$ cat config.mk
export PLATFORM = sky130hd
export DESIGN_NAME = wav_riff_stream_parser
export DESIGN_NICKNAME = d
export VERILOG_FILES = /design/src/hw/rtl/wrp_pkg.sv /design/src/hw/rtl/wrp_front.sv /design/src/hw/rtl/wrp_queue.sv /design/src/hw/rtl/wrp_back.sv /design/src/hw/rtl/wav_riff_stream_parser.sv
export SDC_FILE = /design/constraint.sdc
export NUM_CORES = 1
export LEC_CHECK = 0
export ABC_AREA = 1
export ABC_CLOCK_PERIOD_IN_PS = 8800
export BUFFER_PORTS_ARGS = -buffer_cell sky130_fd_sc_hd__buf_2
export CORE_ASPECT_RATIO = 1.2
export CORE_MARGIN = 2
export CORE_UTILIZATION = 30
export CTS_BUF_LIST = sky130_fd_sc_hd__clkbuf_4
export DETAILED_ROUTE_END_ITERATION = 16
export GPL_TIMING_DRIVEN = 0
export MAX_ROUTING_LAYER = met4
export PLACE_DENSITY_LB_ADDON = 0.25
export SYNTH_ARGS = -nofsm -noshare
export SYNTH_HDL_FRONTEND = slang
export SYNTH_SLANG_ARGS = --single-unit
$ cat constraint.sdc
create_clock -name clk -period 8.8 [get_ports clk]
set_input_delay 0 -clock clk [delete_from_list [all_inputs] [get_ports clk]]
set_output_delay 0 -clock clk [all_outputs]
set_load 0.02 [all_outputs]
$ cat src/hw/rtl/wrp_pkg.sv
package wrp_pkg;

  // One input word: a file byte and its end-of-file mark.
  typedef struct packed {
    logic [7:0] byte_in;
    logic       end_of_file;
  } item_t;

  // One result word.
  typedef struct packed {
    logic [2:0]  event_res;
    logic [31:0] chunk_tag;
    logic [3:0]  field_id;
    logic [63:0] value;
    logic [1:0]  error_code;
    logic        is_last;
  } result_t;

  // What one accepted byte leaves for the back end: an optional result of its own and an
  // optional end-of-file verdict that follows it.
  typedef struct packed {
    logic    main_valid;
    result_t main_res;
    logic    final_valid;
    logic    final_ok;
  } job_t;

  // Event codes.
  localparam logic [2:0] EV_RIFF  = 3'd0;
  localparam logic [2:0] EV_CHUNK = 3'd1;
  localparam logic [2:0] EV_FIELD = 3'd2;
  localparam logic [2:0] EV_DATA  = 3'd3;
  localparam logic [2:0] EV_END   = 3'd4;
  localparam logic [2:0] EV_ERROR = 3'd5;

  // Error codes.
  localparam logic [1:0] ERR_NONE    = 2'd0;
  localparam logic [1:0] ERR_NO_RIFF = 2'd1;
  localparam logic [1:0] ERR_NO_WAVE = 2'd2;
  localparam logic [1:0] ERR_NO_DATA = 2'd3;

  // Chunk tags, first byte most significant.
  localparam logic [31:0] TAG_RIFF = 32'h5249_4646;
  localparam logic [31:0] TAG_WAVE = 32'h5741_5645;
  localparam logic [31:0] TAG_FMT  = 32'h666D_7420;
  localparam logic [31:0] TAG_FACT = 32'h6661_6374;
  localparam logic [31:0] TAG_DATA = 32'h6461_7461;

  // Field identifiers that the parser treats specially.
  localparam logic [3:0] FID_NONE  = 4'd0;
  localparam logic [3:0] FID_EXT   = 4'd6;
  localparam logic [3:0] FID_VALID = 4'd7;
  localparam logic [3:0] FID_FACT  = 4'd11;

  // Format body offsets from this one on are skipped; size limits for the optional fields.
  localparam logic [5:0]  FMT_END      = 6'd40;
  localparam logic [31:0] FMT_BASIC    = 32'd16;
  localparam logic [31:0] FMT_EXTENDED = 32'd18;
  localparam logic [63:0] HEADER_BYTES = 64'd8;

  // Position of a format body byte within its field.
  typedef struct packed {
    logic [3:0] id;
    logic [2:0] off;
    logic       last;
  } fmt_slot_t;

  // Format body layout: which field a byte at offset pos (below 40) belongs to.
  function automatic fmt_slot_t fmt_slot(input logic [5:0] pos);
    fmt_slot_t  s;
    logic [5:0] start;
    logic [3:0] len;
    s = '0;
    if (pos < 6'd2) begin
      s.id = 4'd0; start = 6'd0; len = 4'd2;
    end else if (pos < 6'd4) begin
      s.id = 4'd1; start = 6'd2; len = 4'd2;
    end else if (pos < 6'd8) begin
      s.id = 4'd2; start = 6'd4; len = 4'd4;
    end else if (pos < 6'd12) begin
      s.id = 4'd3; start = 6'd8; len = 4'd4;
    end else if (pos < 6'd14) begin
      s.id = 4'd4; start = 6'd12; len = 4'd2;
    end else if (pos < 6'd16) begin
      s.id = 4'd5; start = 6'd14; len = 4'd2;
    end else if (pos < 6'd18) begin
      s.id = 4'd6; start = 6'd16; len = 4'd2;
    end else if (pos < 6'd20) begin
      s.id = 4'd7; start = 6'd18; len = 4'd2;
    end else if (pos < 6'd24) begin
      s.id = 4'd8; start = 6'd20; len = 4'd4;
    end else if (pos < 6'd32) begin
      s.id = 4'd9; start = 6'd24; len = 4'd8;
    end else begin
      s.id = 4'd10; start = 6'd32; len = 4'd8;
    end
    s.off  = 3'(pos - start);
    s.last = ({1'b0, s.off} == (len - 4'd1));
    return s;
  endfunction

  // Assemble a result word.
  function automatic result_t mk_result(input logic [2:0] ev, input logic [31:0] tag,
                                        input logic [3:0] fid, input logic [63:0] val,
                                        input logic [1:0] err, input logic last);
    result_t r;
    r.event_res  = ev;
    r.chunk_tag  = tag;
    r.field_id   = fid;
    r.value      = val;
    r.error_code = err;
    r.is_last    = last;
    return r;
  endfunction

  // The end-of-file verdict: success if a data chunk was seen, otherwise an error.
  function automatic result_t final_result(input logic ok);
    return mk_result(ok ? EV_END : EV_ERROR, 32'd0, FID_NONE, 64'd0,
                     ok ? ERR_NONE : ERR_NO_DATA, 1'b1);
  endfunction

endpackage

$ cat src/hw/rtl/wrp_front.sv
module wrp_front (
  input  logic              clk,
  input  logic              rst,
  input  logic              accept,
  input  wrp_pkg::item_t    item,
  output logic              job_valid,
  output wrp_pkg::job_t     job
);

  typedef enum logic [3:0] {
    PH_RIFF_TAG,
    PH_RIFF_LEN,
    PH_WAVE,
    PH_TAG,
    PH_LEN,
    PH_FMT,
    PH_FACT,
    PH_DATA,
    PH_SKIP
  } phase_t;

  phase_t      phase, phase_next;
  logic [5:0]  byte_count, byte_count_next;
  logic [31:0] chunk_remaining, chunk_remaining_next;
  logic [31:0] tag_shift, tag_shift_next;
  logic [63:0] value_accum, value_accum_next;
  logic        fmt_gt16, fmt_gt16_next;
  logic        fmt_gt18, fmt_gt18_next;
  logic        data_seen, data_seen_next;
  logic        halted, halted_next;

  logic [1:0]          k;
  logic [31:0]         tag_new;
  logic [31:0]         len_new;
  logic [63:0]         fmt_acc;
  logic [63:0]         fact_acc;
  logic [31:0]         rem_dec;
  logic                body_done;
  logic                fmt_allowed;
  wrp_pkg::fmt_slot_t  slot;

  // Byte-lane accumulators and counters used by the phases.
  always_comb begin
    k        = byte_count[1:0];
    tag_new  = {tag_shift[23:0], item.byte_in};
    len_new  = (k == 2'd0) ? 32'd0 : value_accum[31:0];
    len_new[{k, 3'b000} +: 8] = item.byte_in;
    slot     = wrp_pkg::fmt_slot(byte_count);
    fmt_acc  = (slot.off == 3'd0) ? 64'd0 : value_accum;
    fmt_acc[{slot.off, 3'b000} +: 8] = item.byte_in;
    fact_acc = (byte_count[1:0] == 2'd0) ? 64'd0 : value_accum;
    fact_acc[{byte_count[1:0], 3'b000} +: 8] = item.byte_in;
    rem_dec  = chunk_remaining - 32'd1;
    body_done = (rem_dec == 32'd0);
    if (slot.id == wrp_pkg::FID_EXT) begin
      fmt_allowed = fmt_gt16;
    end else if (slot.id >= wrp_pkg::FID_VALID) begin
      fmt_allowed = fmt_gt18;
    end else begin
      fmt_allowed = 1'b1;
    end
  end

  // Parser next state and the job that the byte produces.
  always_comb begin
    phase_next           = phase;
    byte_count_next      = byte_count;
    chunk_remaining_next = chunk_remaining;
    tag_shift_next       = tag_shift;
    value_accum_next     = value_accum;
    fmt_gt16_next        = fmt_gt16;
    fmt_gt18_next        = fmt_gt18;
    data_seen_next       = data_seen;
    halted_next          = halted;
    job                  = '0;

    if (!halted) begin
      unique case (phase)
        PH_RIFF_TAG, PH_WAVE, PH_TAG: begin
          tag_shift_next  = tag_new;
          byte_count_next = 6'(k) + 6'd1;
          if (k == 2'd3) begin
            byte_count_next  = 6'd0;
            value_accum_next = 64'd0;
            if (phase == PH_RIFF_TAG) begin
              if (tag_new != wrp_pkg::TAG_RIFF) begin
                job.main_valid = 1'b1;
                job.main_res   = wrp_pkg::mk_result(wrp_pkg::EV_ERROR, 32'd0,
                                   wrp_pkg::FID_NONE, 64'd0, wrp_pkg::ERR_NO_RIFF, 1'b1);
                halted_next    = 1'b1;
              end else begin
                phase_next = PH_RIFF_LEN;
              end
            end else if (phase == PH_WAVE) begin
              if (tag_new != wrp_pkg::TAG_WAVE) begin
                job.main_valid = 1'b1;
                job.main_res   = wrp_pkg::mk_result(wrp_pkg::EV_ERROR, 32'd0,
                                   wrp_pkg::FID_NONE, 64'd0, wrp_pkg::ERR_NO_WAVE, 1'b1);
                halted_next    = 1'b1;
              end else begin
                phase_next = PH_TAG;
              end
            end else if (tag_new == wrp_pkg::TAG_DATA && data_seen) begin
              // A second data chunk closes the file successfully.
              job.main_valid = 1'b1;
              job.main_res   = wrp_pkg::mk_result(wrp_pkg::EV_END, 32'd0,
                                 wrp_pkg::FID_NONE, 64'd0, wrp_pkg::ERR_NONE, 1'b1);
              halted_next    = 1'b1;
            end else begin
              phase_next = PH_LEN;
            end
          end
        end
        PH_RIFF_LEN, PH_LEN: begin
          value_accum_next = {32'd0, len_new};
          byte_count_next  = 6'(k) + 6'd1;
          if (k == 2'd3) begin
            byte_count_next = 6'd0;
            job.main_valid  = 1'b1;
            job.main_res    = wrp_pkg::mk_result(
                                (phase == PH_RIFF_LEN) ? wrp_pkg::EV_RIFF : wrp_pkg::EV_CHUNK,
                                tag_shift, wrp_pkg::FID_NONE,
                                {32'd0, len_new} + wrp_pkg::HEADER_BYTES,
                                wrp_pkg::ERR_NONE, 1'b0);
            if (phase == PH_RIFF_LEN) begin
              phase_next = PH_WAVE;
            end else begin
              chunk_remaining_next = len_new;
              value_accum_next     = 64'd0;
              if (tag_shift == wrp_pkg::TAG_FMT) begin
                fmt_gt16_next = (len_new > wrp_pkg::FMT_BASIC);
                fmt_gt18_next = (len_new > wrp_pkg::FMT_EXTENDED);
                phase_next    = PH_FMT;
              end else if (tag_shift == wrp_pkg::TAG_FACT) begin
                phase_next = PH_FACT;
              end else if (tag_shift == wrp_pkg::TAG_DATA) begin
                data_seen_next = 1'b1;
                phase_next     = PH_DATA;
              end else begin
                phase_next = PH_SKIP;
              end
              // An empty body goes straight on to the next header.
              if (len_new == 32'd0) begin
                phase_next = PH_TAG;
              end
            end
          end
        end
        PH_FMT: begin
          if (byte_count < wrp_pkg::FMT_END) begin
            value_accum_next = fmt_acc;
            if (slot.last && fmt_allowed) begin
              job.main_valid = 1'b1;
              job.main_res   = wrp_pkg::mk_result(wrp_pkg::EV_FIELD, tag_shift, slot.id,
                                                  fmt_acc, wrp_pkg::ERR_NONE, 1'b0);
            end
          end
          if (byte_count != wrp_pkg::FMT_END) begin
            byte_count_next = byte_count + 6'd1;
          end
          chunk_remaining_next = rem_dec;
          if (body_done) begin
            phase_next       = PH_TAG;
            byte_count_next  = 6'd0;
            value_accum_next = 64'd0;
          end
        end
        PH_FACT: begin
          if (byte_count < 6'd4) begin
            value_accum_next = fact_acc;
            if (byte_count == 6'd3) begin
              job.main_valid = 1'b1;
              job.main_res   = wrp_pkg::mk_result(wrp_pkg::EV_FIELD, tag_shift,
                                 wrp_pkg::FID_FACT, fact_acc, wrp_pkg::ERR_NONE, 1'b0);
            end
          end
          if (byte_count != wrp_pkg::FMT_END) begin
            byte_count_next = byte_count + 6'd1;
          end
          chunk_remaining_next = rem_dec;
          if (body_done) begin
            phase_next       = PH_TAG;
            byte_count_next  = 6'd0;
            value_accum_next = 64'd0;
          end
        end
        PH_DATA: begin
          job.main_valid = 1'b1;
          job.main_res   = wrp_pkg::mk_result(wrp_pkg::EV_DATA, tag_shift, wrp_pkg::FID_NONE,
                                              {56'd0, item.byte_in}, wrp_pkg::ERR_NONE, 1'b0);
          chunk_remaining_next = rem_dec;
          if (body_done) begin
            phase_next       = PH_TAG;
            byte_count_next  = 6'd0;
            value_accum_next = 64'd0;
          end
        end
        PH_SKIP: begin
          chunk_remaining_next = rem_dec;
          if (body_done) begin
            phase_next       = PH_TAG;
            byte_count_next  = 6'd0;
            value_accum_next = 64'd0;
          end
        end
        default: begin
          phase_next           = PH_RIFF_TAG;
          byte_count_next      = 6'd0;
          chunk_remaining_next = 32'd0;
          tag_shift_next       = 32'd0;
          value_accum_next     = 64'd0;
          fmt_gt16_next        = 1'b0;
          fmt_gt18_next        = 1'b0;
          data_seen_next       = 1'b0;
        end
      endcase
    end

    // The last byte of a file brings the verdict, unless parsing has already halted,
    // and readies the parser for the next file.
    if (item.end_of_file) begin
      if (!halted_next) begin
        job.final_valid = 1'b1;
        job.final_ok    = data_seen_next;
      end
      phase_next           = PH_RIFF_TAG;
      byte_count_next      = 6'd0;
      chunk_remaining_next = 32'd0;
      tag_shift_next       = 32'd0;
      value_accum_next     = 64'd0;
      fmt_gt16_next        = 1'b0;
      fmt_gt18_next        = 1'b0;
      data_seen_next       = 1'b0;
      halted_next          = 1'b0;
    end
  end

  assign job_valid = accept && (job.main_valid || job.final_valid);

  // Parser state, advanced once for each accepted word.
  always_ff @(posedge clk) begin
    if (rst) begin
      phase           <= PH_RIFF_TAG;
      byte_count      <= 6'd0;
      chunk_remaining <= 32'd0;
      tag_shift       <= 32'd0;
      value_accum     <= 64'd0;
      fmt_gt16        <= 1'b0;
      fmt_gt18        <= 1'b0;
      data_seen       <= 1'b0;
      halted          <= 1'b0;
    end else if (accept) begin
      phase           <= phase_next;
      byte_count      <= byte_count_next;
      chunk_remaining <= chunk_remaining_next;
      tag_shift       <= tag_shift_next;
      value_accum     <= value_accum_next;
      fmt_gt16        <= fmt_gt16_next;
      fmt_gt18        <= fmt_gt18_next;
      data_seen       <= data_seen_next;
      halted          <= halted_next;
    end
  end

  // A result that closes the file is never followed by a second verdict.
  a_single_last: assert property (@(posedge clk) disable iff (rst)
    (job_valid && job.main_valid && job.main_res.is_last) |-> !job.final_valid)
    else $error("closing result followed by a verdict");

endmodule

$ cat src/hw/rtl/wrp_queue.sv
module wrp_queue #(
  parameter int DEPTH = 4
) (
  input  logic          clk,
  input  logic          rst,
  input  logic          wr_en,
  input  wrp_pkg::job_t wr_job,
  output logic          full,
  input  logic          rd_en,
  output wrp_pkg::job_t rd_job,
  output logic          empty
);

  localparam int PTR_W = $clog2(DEPTH);
  localparam int CNT_W = $clog2(DEPTH + 1);

  wrp_pkg::job_t     mem [DEPTH];
  logic [PTR_W-1:0]  wr_ptr;
  logic [PTR_W-1:0]  rd_ptr;
  logic [CNT_W-1:0]  count;

  assign full   = (count == CNT_W'(DEPTH));
  assign empty  = (count == '0);
  assign rd_job = mem[rd_ptr];

  // Job storage.
  always_ff @(posedge clk) begin
    if (wr_en) begin
      mem[wr_ptr] <= wr_job;
    end
  end

  // Pointers and fill count.
  always_ff @(posedge clk) begin
    if (rst) begin
      wr_ptr <= '0;
      rd_ptr <= '0;
      count  <= '0;
    end else begin
      if (wr_en) begin
        wr_ptr <= (wr_ptr == PTR_W'(DEPTH - 1)) ? '0 : wr_ptr + 1'b1;
      end
      if (rd_en) begin
        rd_ptr <= (rd_ptr == PTR_W'(DEPTH - 1)) ? '0 : rd_ptr + 1'b1;
      end
      if (wr_en && !rd_en) begin
        count <= count + 1'b1;
      end else if (rd_en && !wr_en) begin
        count <= count - 1'b1;
      end
    end
  end

  a_count_range: assert property (@(posedge clk) disable iff (rst)
    count <= CNT_W'(DEPTH))
    else $error("queue count beyond depth");

  a_count_grows: assert property (@(posedge clk) disable iff (rst)
    (wr_en && !rd_en) |=> (count == $past(count) + 1'b1))
    else $error("queue count did not follow a write");

endmodule

$ cat src/hw/rtl/wrp_back.sv
module wrp_back (
  input  logic             clk,
  input  logic             rst,
  input  logic             q_empty,
  input  wrp_pkg::job_t    q_job,
  output logic             q_pop,
  output logic             empty,
  input  logic             pop,
  output wrp_pkg::result_t result
);

  logic              out_valid;
  wrp_pkg::result_t  out_word;
  logic              pend;
  logic              pend_ok;
  logic              popped;
  logic              load;

  assign popped = pop && out_valid;
  assign load   = !q_empty && !pend && (!out_valid || popped);
  assign q_pop  = load;
  assign empty  = !out_valid;
  assign result = out_word;

  // Output register: a job's own result first, then its end-of-file verdict.
  always_ff @(posedge clk) begin
    if (rst) begin
      out_valid <= 1'b0;
      pend      <= 1'b0;
    end else if (pend && popped) begin
      out_word  <= wrp_pkg::final_result(pend_ok);
      pend      <= 1'b0;
    end else if (load) begin
      out_valid <= 1'b1;
      if (q_job.main_valid) begin
        out_word <= q_job.main_res;
        pend     <= q_job.final_valid;
        pend_ok  <= q_job.final_ok;
      end else begin
        out_word <= wrp_pkg::final_result(q_job.final_ok);
      end
    end else if (popped) begin
      out_valid <= 1'b0;
    end
  end

  a_pend_shown: assert property (@(posedge clk) disable iff (rst)
    pend |-> out_valid)
    else $error("verdict waiting without a result on show");

  a_pend_not_last: assert property (@(posedge clk) disable iff (rst)
    pend |-> !out_word.is_last)
    else $error("verdict waiting behind a closing result");

endmodule

$ cat src/hw/rtl/wav_riff_stream_parser.sv
// A byte's job enters the job queue at the edge that accepts the byte and moves into the output
// register once that register is free; an end-of-file verdict that follows a result of the same
// byte comes up in the cycle after that result is taken. Throughput: one byte per cycle while
// the queue is not full, set by the single-pass parser; a byte that yields two words holds the
// output register until both are taken, absorbed by the queue. Reset: synchronous, active high;
// it returns the parser to the RIFF tag, empties the job queue and clears the output register.
module wav_riff_stream_parser #(
  parameter int QUEUE_DEPTH = 4
) (
  input  logic             clk,
  input  logic             rst,
  input  logic             push,
  output logic             full,
  input  wrp_pkg::item_t   item,
  output logic             empty,
  input  logic             pop,
  output wrp_pkg::result_t result
);

  logic          accept;
  logic          job_valid;
  wrp_pkg::job_t job;
  logic          q_full;
  logic          q_empty;
  logic          q_pop;
  wrp_pkg::job_t q_job;

  assign full   = q_full;
  assign accept = push && !q_full;

  // Front end: parses each byte and classifies what it yields.
  wrp_front u_front (
    .clk       (clk),
    .rst       (rst),
    .accept    (accept),
    .item      (item),
    .job_valid (job_valid),
    .job       (job)
  );

  // Job queue between the parser and the output side.
  wrp_queue #(
    .DEPTH (QUEUE_DEPTH)
  ) u_queue (
    .clk    (clk),
    .rst    (rst),
    .wr_en  (job_valid),
    .wr_job (job),
    .full   (q_full),
    .rd_en  (q_pop),
    .rd_job (q_job),
    .empty  (q_empty)
  );

  // Back end: expands jobs into result words.
  wrp_back u_back (
    .clk     (clk),
    .rst     (rst),
    .q_empty (q_empty),
    .q_job   (q_job),
    .q_pop   (q_pop),
    .empty   (empty),
    .pop     (pop),
    .result  (result)
  );

endmodule
=== Word level (Yosys, flattened, before mapping) ===
Memory sizes are Yosys's and may differ from the RTL's. A register that Yosys moved wholly into a read port is not among the register bits.
Cells that the tools add are included.
Widths: inputs -> output; s select.

* Reduce and logical (&&, ||, !) cells: 46
* Order comparisons: 14
* Add/sub/neg operators: 12
* Shift-type cells: 6
* Equality and inequality tests: 38
* Multiplexer cells: 140
* Bitwise logic cells: 2

{| class="wikitable"
|+ Operators with widths
! cell !! number
|-
| $mux 107 || 12
|-
| $mux 64 || 11
|-
| $pmux 107 s5 || 1
|-
| $pmux 64 s5 || 1
|-
| $mux 106 || 3
|-
| $mux 32 || 8
|-
| $mux 4 || 33
|-
| $bwmux 64 || 2
|-
| $eq 32x31->1 const B || 4
|-
| $pmux 32 s3 || 1
|-
| $gt 32x5->1 const B || 2
|-
| $logic_not 32->1 || 2
|-
| $ne 32x31->1 const B || 2
|-
| $pmux 32 s2 || 1
|-
| $shift 8x7->64 const A || 1
|-
| $shift 8x8->64 const A || 1
|-
| $shiftx 8x7->64 || 1
|-
| $shiftx 8x8->64 || 1
|-
| $mux 6 || 6
|-
| $mux 1 || 35
|-
| $add 32x4->33 const B || 1
|-
| $mux 3 || 11
|-
| $bwmux 32 || 1
|-
| $shift 8x7->32 const A || 1
|-
| 60 further kinds || 116
|}

* Bits in registers: 258
* Memories kept: 1
* Logic and storage cells: 280
* Memory bits (writable): 436

{| class="wikitable"
|+ Memory list
! memory !! depth !! width !! rd ports !! clocked after memory_dff !! wr ports !! line !! source
|-
| u_queue.mem || 4 || 109 || 1 || 1 || 1 || wrp_queue.sv:17 || <nowiki>wrp_pkg::job_t mem [DEPTH];</nowiki>
|}

=== Logic depth before layout (Yosys ltp) ===
Gate-level depths: netlist (run 1).

* Word-level depth: 25
* Mapped depth: 24

=== Cells and area by module ===
From an unflattened synthesis (run 1), not the netlist that was laid out.

* Cells, all modules: 4136
* Area, all modules: 35127.4 um2

{| class="wikitable"
|+ By module, submodules not included
! module !! cells each !! sequential area each (um2) !! area an instance (um2) !! times used
|-
| wrp_queue || 1113 || 13272.7 || 16525.8 || 1
|-
| wrp_front || 2668 || 2842.7 || 14321.2 || 1
|-
| wrp_back || 353 || 3253.1 || 4270.3 || 1
|-
| wav_riff_stream_parser || 2 || 0.0 || 10.0 || 1
|}

=== Worst setup path after synthesis (run 1) ===
No wires, ideal clock.

* Path type: register to register
* From: reg u_front.byte_count[2]
* To: mem u_queue.mem[0][0] in the netlist's numbering, enable pin
* Path slack: 1424 ps
* Period minus slack after synthesis: 7376 ps
* Arrival time: 6800 ps
* Stages on the path, launching flop included: 18
* Setup time: 576 ps
* Required time: 8224 ps
* Buffers on the path: 1
* Path through: dfxtp_1 clkbuf_1 nor2_1 nor2_1 nor2_1 nand2_1 a21oi_1 ha_1 inv_1 xor2_1 nand2_1 nor3_1 nand2_1 nand4_1 nand2_1 nand2_1 nand2_1 nor2_1

* Word-level cells in the longest chain between the ends: 23
* Elaborated cells between the ends (all ways): 58

{| class="wikitable"
|+ RTL lines
! what !! line !! source
|-
| start, declared || wrp_front.sv:23 || <nowiki>logic [5:0] byte_count, byte_count_next;</nowiki>
|-
| start signal, assigned || wrp_front.sv:254 || <nowiki>byte_count <= byte_count_next;</nowiki>
|-
| $lt 6x6->1 || wrp_pkg.sv:92 || <nowiki>end else if (pos < 6'd32) begin</nowiki>
|-
| $mux 2 || wrp_pkg.sv:92 ||
|-
| $mux 4 || wrp_pkg.sv:90 || <nowiki>end else if (pos < 6'd24) begin</nowiki>
|-
| $mux 4 || wrp_pkg.sv:88 || <nowiki>end else if (pos < 6'd20) begin</nowiki>
|-
| $mux 4 || wrp_pkg.sv:86 || <nowiki>end else if (pos < 6'd18) begin</nowiki>
|-
| $mux 4 || wrp_pkg.sv:84 || <nowiki>end else if (pos < 6'd16) begin</nowiki>
|-
| $mux 4 || wrp_pkg.sv:82 || <nowiki>end else if (pos < 6'd14) begin</nowiki>
|-
| $mux 4 || wrp_pkg.sv:80 || <nowiki>end else if (pos < 6'd12) begin</nowiki>
|-
| [7 not listed] || -- ||
|-
| $mux 107 || wrp_front.sv:152 || <nowiki>if (slot.last && fmt_allowed) begin</nowiki>
|-
| $mux 107 || wrp_front.sv:150 || <nowiki>if (byte_count < wrp_pkg::FMT_END) begin</nowiki>
|-
| $pmux 107 s5 (*) || wrp_front.sv:78 || <nowiki>unique case (phase)</nowiki>
|-
| $mux 107 (*) || wrp_front.sv:77 || <nowiki>if (!halted) begin</nowiki>
|-
| $logic_or 1x1->1 (*) || wrp_front.sv:238 || <nowiki>assign job_valid = accept && (job.main_valid || job.final_valid);</nowiki>
|-
| $logic_and 1x1->1 (*) || wrp_front.sv:238 ||
|-
| $mux 1 (*) || wrp_queue.sv:28 || <nowiki>if (wr_en) begin</nowiki>
|-
| $mux 1 (not written as such) (*) || wrp_queue.sv:29 || <nowiki>mem[wr_ptr] <= wr_job;</nowiki>
|-
| end, declared || wrp_queue.sv:17 ||
|}

Every way passes the cells marked *; elsewhere a longest branch is shown, timed or not.

=== Worst setup path after layout (run 1) ===
* From: reg u_front.byte_count[0]
* To: mem u_queue.mem[2][45] in the netlist's numbering, enable pin

* Word-level cells in the longest chain between the ends: 23
* Elaborated cells between the ends (all ways): 66

{| class="wikitable"
|+ RTL lines
! what !! line
|-
| $lt 6x6->1 || wrp_pkg.sv:92
|-
| $mux 2 || wrp_pkg.sv:92
|-
| $mux 4 || wrp_pkg.sv:90
|-
| $mux 4 || wrp_pkg.sv:88
|-
| $mux 4 || wrp_pkg.sv:86
|-
| $mux 4 || wrp_pkg.sv:84
|-
| $mux 4 || wrp_pkg.sv:82
|-
| $mux 4 || wrp_pkg.sv:80
|-
| [7 not listed] || --
|-
| $mux 107 || wrp_front.sv:152
|-
| $mux 107 || wrp_front.sv:150
|-
| $pmux 107 s5 || wrp_front.sv:78
|-
| $mux 107 || wrp_front.sv:77
|-
| $logic_or 1x1->1 (*) || wrp_front.sv:238
|-
| $logic_and 1x1->1 (*) || wrp_front.sv:238
|-
| $mux 1 (*) || wrp_queue.sv:28
|-
| $mux 1 (not written as such) (*) || wrp_queue.sv:29
|}

Marks and branches as above.

==> results of run 1 <==
==> cells in the final DEF, fill, tap and decap left out, drive strengths merged, types with 41 or more instances in the layout <==
cell,n
nor2,675
dfxtp,153
clkinv,59
edfxtp,538
o21ai,365
clkbuf,422
inv,278
a21oi,306
o22ai,67
nand2,664
nand4,81
buf,194
a31oi,41
nand3,240
nor3,49
==> per-layer routing <==
layer,up-vias,wire (um),GRT usage (%)
li1,14089,-,-
met1,14021,51100,26.6
met2,1097,57100,34.1
met3,251,6910,3.42
met4,0,5470,10.3
met5,-,0,-
==> area by class of cell <==
cell class                      count  area, um2
Fill cell                       11726      72100
Sequential cell                   691      19200
Multi-Input combinational cell   2641      12500
Clock buffer                      258       1940
Tap cell                         1496       1870
Timing Repair Buffer              163       1300
Inverter                          281       1050
Buffer                            228        935
Clock inverter                     62        395
Antenna cell                        5       12.5
==> registers in the layout, summed over array words and instances, names as in the netlist, 2 cells and up, named ones only <==
| name | cells |
|---|---|
| u_back.result | 105 |
| u_front.byte_count | 6 |
| u_front.chunk_remaining | 32 |
| u_front.phase | 4 |
| u_front.tag_shift | 32 |
| u_front.value_accum | 64 |
| u_queue.count | 3 |
| u_queue.mem | 432 |
| u_queue.rd_ptr | 2 |
| u_queue.wr_ptr | 2 |
==> worst register-to-register path, delay by kind of cell (launching register included) <==
family / cells / cell delay [ns]
simple gates: 8 / 2.81
flops: 1 / 0.73
buf+inv: 5 / 1.40
fa+ha+maj: 1 / 0.28
==> how the worst max path moves through the flow <==
stage | from | endpoint | slack, ns | cells past startpoint
finish | u_front.byte_count[0]$_SDFFE_PP0P_ | u_queue.mem[2][45]$_DFFE_PP_ | 3.20 | 14
CTS | u_front.byte_count[0]$_SDFFE_PP0P_ | u_queue.mem[3][49]$_DFFE_PP_ | 3.29 | 15
global placement | u_front.byte_count[0]$_SDFFE_PP0P_ | u_queue.mem[3][42]$_DFFE_PP_ | -4.52 | 11
floorplan | u_front.byte_count[2]$_SDFFE_PP0P_ | u_queue.mem[0][0]$_DFFE_PP_ | 1.42 | 17
global route | u_front.byte_count[0]$_SDFFE_PP0P_ | u_queue.mem[1][36]$_DFFE_PP_ | 3.02 | 14
detailed placement | u_front.byte_count[0]$_SDFFE_PP0P_ | u_queue.mem[3][40]$_DFFE_PP_ | 3.34 | 15
==> report_power, final <==
group | leakage (uW) | switching (uW) | total (uW) | internal [uW]
combinational | 0.00637 | 3460 | 4640 | 1180
sequential | 0.00633 | 169 | 4200 | 4030
clock | 0.00138 | 1370 | 2850 | 1470
==> cells by family (layout without fill, tap and decap cells) <==
logic type	Yosys count	after routing
simple gates	1737	1737
fa+ha+maj	25	25
buf+inv	509	992
compound gates	862	862
other cells	0	5
flops	691	691
xor+xnor	17	17
==> stage by stage <==
step,instance area [um2],utilization [%]
2_1_floorplan,33700,-
3_3_place_gp,36100,32.4
3_5_place_dp,36500,32.8
4_1_cts,39200,35.2
5_1_grt,39200,35.2
6_report,39200,35.2
==> results by group, run 1 <==
Run status
  – Status: finished, final reports clean

CTS
  – Worst-case clock buffer depth: 3
  – Clk sinks: 691
  – Worst-path clk slew: 0.06 ns
  – Clk Latency, worst-skew pair: 1.15 ns
  – Setup repair bufs after CTS: 0
  – CTS tree: built
  – H-tree depth: 4
  – Hold-fix buffers, CTS: 33
  – Cts bufs inserted: 171
  – CTS resizes: 0
  – Clk root buf: clkbuf_4

STA
  – Period Utilization, post-route: 63.6%
  – Setup ws final: 3.20 ns
  – Least-Margin Pin Slew: 1.34 ns
  – F_max: 179 MHz
  – Final setup viols: 0
  – Slew Limit Fails: 0
  – Setup TNS: 0 ns
  – Clock skew: 0.0667 ns
  – Rel. slew slack: 10.5%
  – Final hold violation count: 0
  – RSZ-0062 raised after global routing: false
  – Final Critical Period: 5.60 ns
  – Hold Slack: 0.151 ns

Synthesis
  – Mapped cell area: 33700 um2
  – Mapped Cells: 3841
  – Average size of a mapped cell: 8.76 um2
  – Post-Synth Simple-Gate Area: 21.6%
  – Top-area cell type share of the netlist area: 48.0%
  – Mux cell area share after synthesis: 0%
  – Yosys Warn Count: 0
  – Top FF cell, synth: edfxtp_1
  – Mapped Nets: 3879
  – Post-synth top cells: nor2_1 (660), nand2_1 (658), edfxtp_1 (538), o21ai_0 (352), a21oi_1 (305)
  – Async set or reset register ratio after synthesis: 0%
  – #FFs+latches synth: 691
  – EDFF count, synth: 538
  – Sequential area share after synthesis: 57.1%
  – XOR/XNOR share of the synthesized area: 0.442%
  – Post-synthesis adder-cell area fraction: 0.952%
  – Largest family of logic cells by synthesized area: simple AND/OR/NAND/NOR gates
  – Synth top area cells: edfxtp_1 (48%), dfxtp_1 (9.1%), nor2_1 (7.4%)
  – Most frequent cell after synthesis: nor2_1
  – Compound-gate portion of the synthesized area: 14.0%
  – Synth cell types: 55
  – Most area-hungry cell type in the Yosys netlist: edfxtp_1

Global route
  – Vias in the first global route: 28592
  – GRT overflow: 0
  – Pin count of the biggest net entering global routing: 32
  – Initial antenna violation count: 2
  – GRT Util Overall: 21.5%
  – First-pass GRT wire length: 179 mm

Place
  – HPWL after DPL: 88.6 mm
  – Dpl cells: 5467
  – Routability cong.: 0.989
  – Place WS: 3.34 ns
  – PortBufs: 110

Power
  – LEAKAGE: 0.0141 uW
  – Pwr per Cell Area: 298 nW/um2
  – VDD IR-drop max: 122 uV
  – Final Power: 11700 uW

Drt
  – DRC violations left: 0
  – Vias: 29458
  – WL final: 121 mm
  – Initial DRC Count: 2686
  – Via/cell ratio: 5.06
  – Routed Antenna Nets: 0
  – Drt first pass iters: 8
  – Routed wire per std cell: 20.7 um

Worst setup path
  – Worst-path fanout max: 26
  – Crit end category: flip-flop
  – Reg2reg setup slack: 3.20 ns
  – Worst Setup Start Kind: flip-flop
  – Worst EP required: 9.58 ns
  – Cell at the slowest stage of the critical path: nor2_1
  – Crit-path leading delay family: simple AND/OR/NAND/NOR gates
  – Reg2Reg Capture Point: u_queue.mem[2][45]$_DFFE_PP_
  – Crit path DAT: 6.37 ns
  – Crit path largest cell delay: 0.82 ns
  – Crit path cell chain: ha_1 > inv_1 > nor2_1 > inv_1 > nor2_2 > nor2_1 > nand4_1 > nand2_1 > nand2_1 > nand2_1 > nor2_4 > buf_12 > buf_12 > buf_12
  – Reg2reg path depth: 14
  – Buf+Inv Stages, Crit Path: 5
  – RR Startpoint: u_front.byte_count[0]$_SDFFE_PP0P_
  – CP Class: reg -> reg

Finish
  – Nets: 4215
  – Layout cell share with drive strength beyond 1: 11.7%
  – Layout area overhead: 16.5%
  – Non-Filler Instances: 5825

Worst hold path
  – Hold wc startpoint: item[0]
  – Worst hold path class: in -> reg
  – WHS Endpoint: u_queue.mem[3][1]$_DFFE_PP_
  – Hold Path Cell Cnt: 4

Die
  – Full die area: 115000 um2
  – Starting Density: 30.2%
  – Core Area: 111000 um2
  – Height of the die: 371 um
  – Ports: 121
  – DIE WIDTH: 310 um
  – Row Count: 134

Run
  – Maxcap violations: 0
(Power assumes the default switching activity.)
==> inputs of run 2 (changes only) <==
--- a/config.mk
+++ b/config.mk
@@ -6,7 +6,7 @@
 export NUM_CORES = 1
 export LEC_CHECK = 0
 export ABC_AREA = 1
-export ABC_CLOCK_PERIOD_IN_PS = 8800
+export ABC_CLOCK_PERIOD_IN_PS = 5470
 export BUFFER_PORTS_ARGS = -buffer_cell sky130_fd_sc_hd__buf_2
 export CORE_ASPECT_RATIO = 1.2
 export CORE_MARGIN = 2
==> constraint.sdc (replaced) <==
create_clock -name clk -period 5.47 [get_ports clk]
set_input_delay 0 -clock clk [delete_from_list [all_inputs] [get_ports clk]]
set_output_delay 0 -clock clk [all_outputs]
set_load 0.02 [all_outputs]
==> run 2 against run 1 <==
  * First-iteration DRC count is 14% higher
  * Flip-flop and latch count stayed put
  * Via count is 0.97% higher
  * Largest power group unchanged
  * Maximum frequency is 7.2% higher
  * Non-clock buffer count is 19 higher
  * Routed wire length is 0.57% higher
  * Largest cell class unchanged
==> results by group, run 2 (synthesis results as in run 1) <==
Worst setup path
  – Reg2reg path depth: 17 (+3)
  – Worst Setup Start Kind: flip-flop
  – Worst EP required: 6.25 ns (-3.33 ns)
  – Reg2Reg Capture Point: u_queue.mem[0][26]$_DFFE_PP_
  – Worst-path fanout max: 14 (-46%)
  – Reg2reg setup slack: 0.25 ns (-2.96 ns)
  – RR Startpoint: u_front.byte_count[0]$_SDFFE_PP0P_
  – Crit path launch: u_front.byte_count[0]$_SDFFE_PP0P_
  – Crit path DAT: 6.00 ns (-0.37 ns)
  – CP Class: reg -> reg
  – Crit end category: flip-flop

Place
  – Dpl cells: 5467 (unchanged)
  – Routability cong.: 0.992 (+0.35%)
  – PortBufs: 110 (unchanged)
  – HPWL after DPL: 88.3 mm (-0.27%)
  – Area after DPL: 36500 um2 (about the same)

Global route
  – Pin count of the biggest net entering global routing: 33 (+3.1%)
  – Vias in the first global route: 28376 (-0.76%)
  – First-pass GRT wire length: 179 mm (about the same)
  – GRT overflow: 0 (unchanged)
  – Initial antenna violation count: 5 (+3)
  – GRT Util Overall: 21.5% (+0.054 points)

Die
  – Core Area: 111000 um2 (unchanged)
  – Starting Density: 30.2% (unchanged)
  – Full die area: 115000 um2 (unchanged)
  – DIE WIDTH: 310 um (unchanged)
  – Row Count: 134 (unchanged)
  – Height of the die: 371 um (unchanged)
  – Ports: 121 (unchanged)

Run status
  – Status: finished, final reports clean

STA
  – Slew Limit Fails: 0 (unchanged)
  – Final Critical Period: 5.22 ns (-0.374 ns)
  – Period Utilization, post-route: 95.5% (+32 points)
  – F_max: 192 MHz (+7.2%)
  – RSZ-0062 raised after global routing: false
  – Least-Margin Pin Slew: 1.42 ns (+0.0777 ns)
  – Final hold violation count: 0 (unchanged)
  – Rel. slew slack: 5.30% (-5.2 points)
  – Final setup viols: 0 (unchanged)
  – Clock skew: 0.0699 ns (+0.00320 ns)

Finish
  – Highest-count cells in the layout ignoring fill and taps: nand2_1 (658), nor2_1 (655), edfxtp_1 (538), o21ai_0 (352), a21oi_1 (304)
  – Number of flip-flops in the largest register: 432 (unchanged)
  – Commonest non-fill, non-tap cell in the layout: nand2_1
  – Nets: 4233 (+0.43%)
  – Final instance area: 39400 um2 (+0.47%)
  – Non-Filler Instances: 5843 (+0.31%)
  – Multi-input gate area: 12500 um2 (about the same)
  – Layout cell share with drive strength beyond 1: 12.3% (+0.63 points)
  – Layout area overhead: 17.1%
  – Reg area: 19200 um2 (unchanged)
  – Reg with most FFs: u_queue.mem
  – Filler instances: 11626 (-0.85%)

CTS
  – H-tree depth: 4 (unchanged)
  – CTS tree: built
  – Clk Latency, worst-skew pair: 1.12 ns (-0.03 ns)
  – Worst-path clk slew: 0.07 ns (about the same)
  – Cts bufs inserted: 170 (-0.58%)
  – Clk sinks: 691 (unchanged)
  – Worst-case clock buffer depth: 3 (unchanged)
  – Clk root buf: clkbuf_4

Power
  – LEAKAGE: 0.0142 uW (+0.90%)
  – Pwr per Cell Area: 479 nW/um2 (+61%)
  – VDD IR-drop max: 191 uV (+56%)

Drt
  – Routed Antenna Nets: 0 (unchanged)
  – Drt first pass iters: 5 (-3)
  – DRC violations left: 0 (unchanged)
  – Via/cell ratio: 5.09 (+0.66%)
  – WL final: 121 mm (+0.57%)
  – Routed wire per std cell: 20.8 um (+0.26%)
  – Vias: 29745 (+0.97%)
  – Initial DRC Count: 3072 (+14%)

Worst hold path
  – WHS Endpoint: u_queue.mem[3][0]$_DFFE_PP_
  – Hold Path Cell Cnt: 4 (unchanged)
  – Worst hold path class: in -> reg
  – Hold wc startpoint: item[0]

Run
  – Maxcap violations: 0 (unchanged)
==> run 2: cell types whose count changed in the layout (fill, tap and decap cells not counted), moves of 2 or more <==
cell	change
clkinv_4	+3
diode_2	+3
buf_4	+20
buf_12	+2
clkinv_1	-11
dlygate4sd3_1	-2
clkbuf_4	+3
clkinv_2	+3
==> run 2: power by group <==
group	leakage (uW)	internal [uW]	switching, uW
logic	0.00647	1910	5540
registers	0.00633	6480	275
clock network	0.00140	2440	2200
total	0.0142	10800	8020
==> run 2: cell type report <==
class                   instances  share of cell area, %
diodes                          8                 0.0508
plain buffers                 228                   2.37
clock buffers                 261                   4.97
clock inverters                55                   1.03
inverters                     281                   2.68
multi-input cells            2641                   31.7
flip-flops and latches        691                   48.8
well taps                    1496                   4.75
repair buffers                182                   3.65
==> run 2: critical path: stages (launching register included) <==
cell and delay (ns):
dfxtp_1 0.77, inv_2 0.33, ha_1 0.54, inv_1 0.16, nand2_1 0.06, nor2_1 0.35
nand2_1 0.10, o21ai_1 0.33, ha_1 0.29, nand2_1 0.09, nor2_2 0.23, nand2_1 0.23
nor2_1 0.18, nand3_1 0.18, nor4_2 0.24, or2_1 0.14, nand3_1 0.06, a21oi_1 0.63
==> run 2: worst max-delay path by stage <==
| stage | slack [ns] | cells past startpoint | end |
|---|---|---|---|
| after floorplan | -0.13 | 17 | u_queue.mem[0][0]$_DFFE_PP_ |
| after global placement | -4.22 | 11 | u_queue.mem[1][33]$_DFFE_PP_ |
| after detailed placement | -0.11 | 14 | u_queue.mem[1][30]$_DFFE_PP_ |
| after CTS | 0.05 | 20 | u_queue.mem[1][50]$_DFFE_PP_ |
| after global routing | 0.02 | 24 | u_queue.count[2]$_SDFFE_PP0P_ |
| final | 0.25 | 17 | u_queue.mem[0][26]$_DFFE_PP_ |
==> run 2: repair_timing <==
item / CTS / global route
buffers inserted: 0 / 21
hold buffers: 31 / 0
pin swaps: 0 / 2
setup endpoints to repair: 103 / 130
gates resized for setup: 1 / 0
hold endpoints to repair: 378 / 0
==> run 2: per-stage QoR <==
step | worst slack, ns | TNS [ns] | hold slack, ns | utilization (%) | total power, uW
floorplan | -0.128 | -55.40 | 0.261 | - | 11500
global placement | -4.22 | -1808.39 | 0.377 | 32.4 | 14200
detailed placement | -0.111 | -2.98 | 0.395 | 32.8 | 14200
CTS | 0.0455 | 0 | 0.0819 | 35.2 | 19000
global route | 0.0235 | 0 | 0.127 | 35.4 | 20000
finish | 0.248 | 0 | 0.194 | 35.4 | 18900
==> run 2: routing by layer <==
layer  up-vias  wire, um  global-route usage (%)
li1      14131         -                       -
met1     14231     51400                    26.6
met2      1131     57000                    34.2
met3       252      7130                    3.41
met4         0      5760                    10.3
met5         -         0                       -
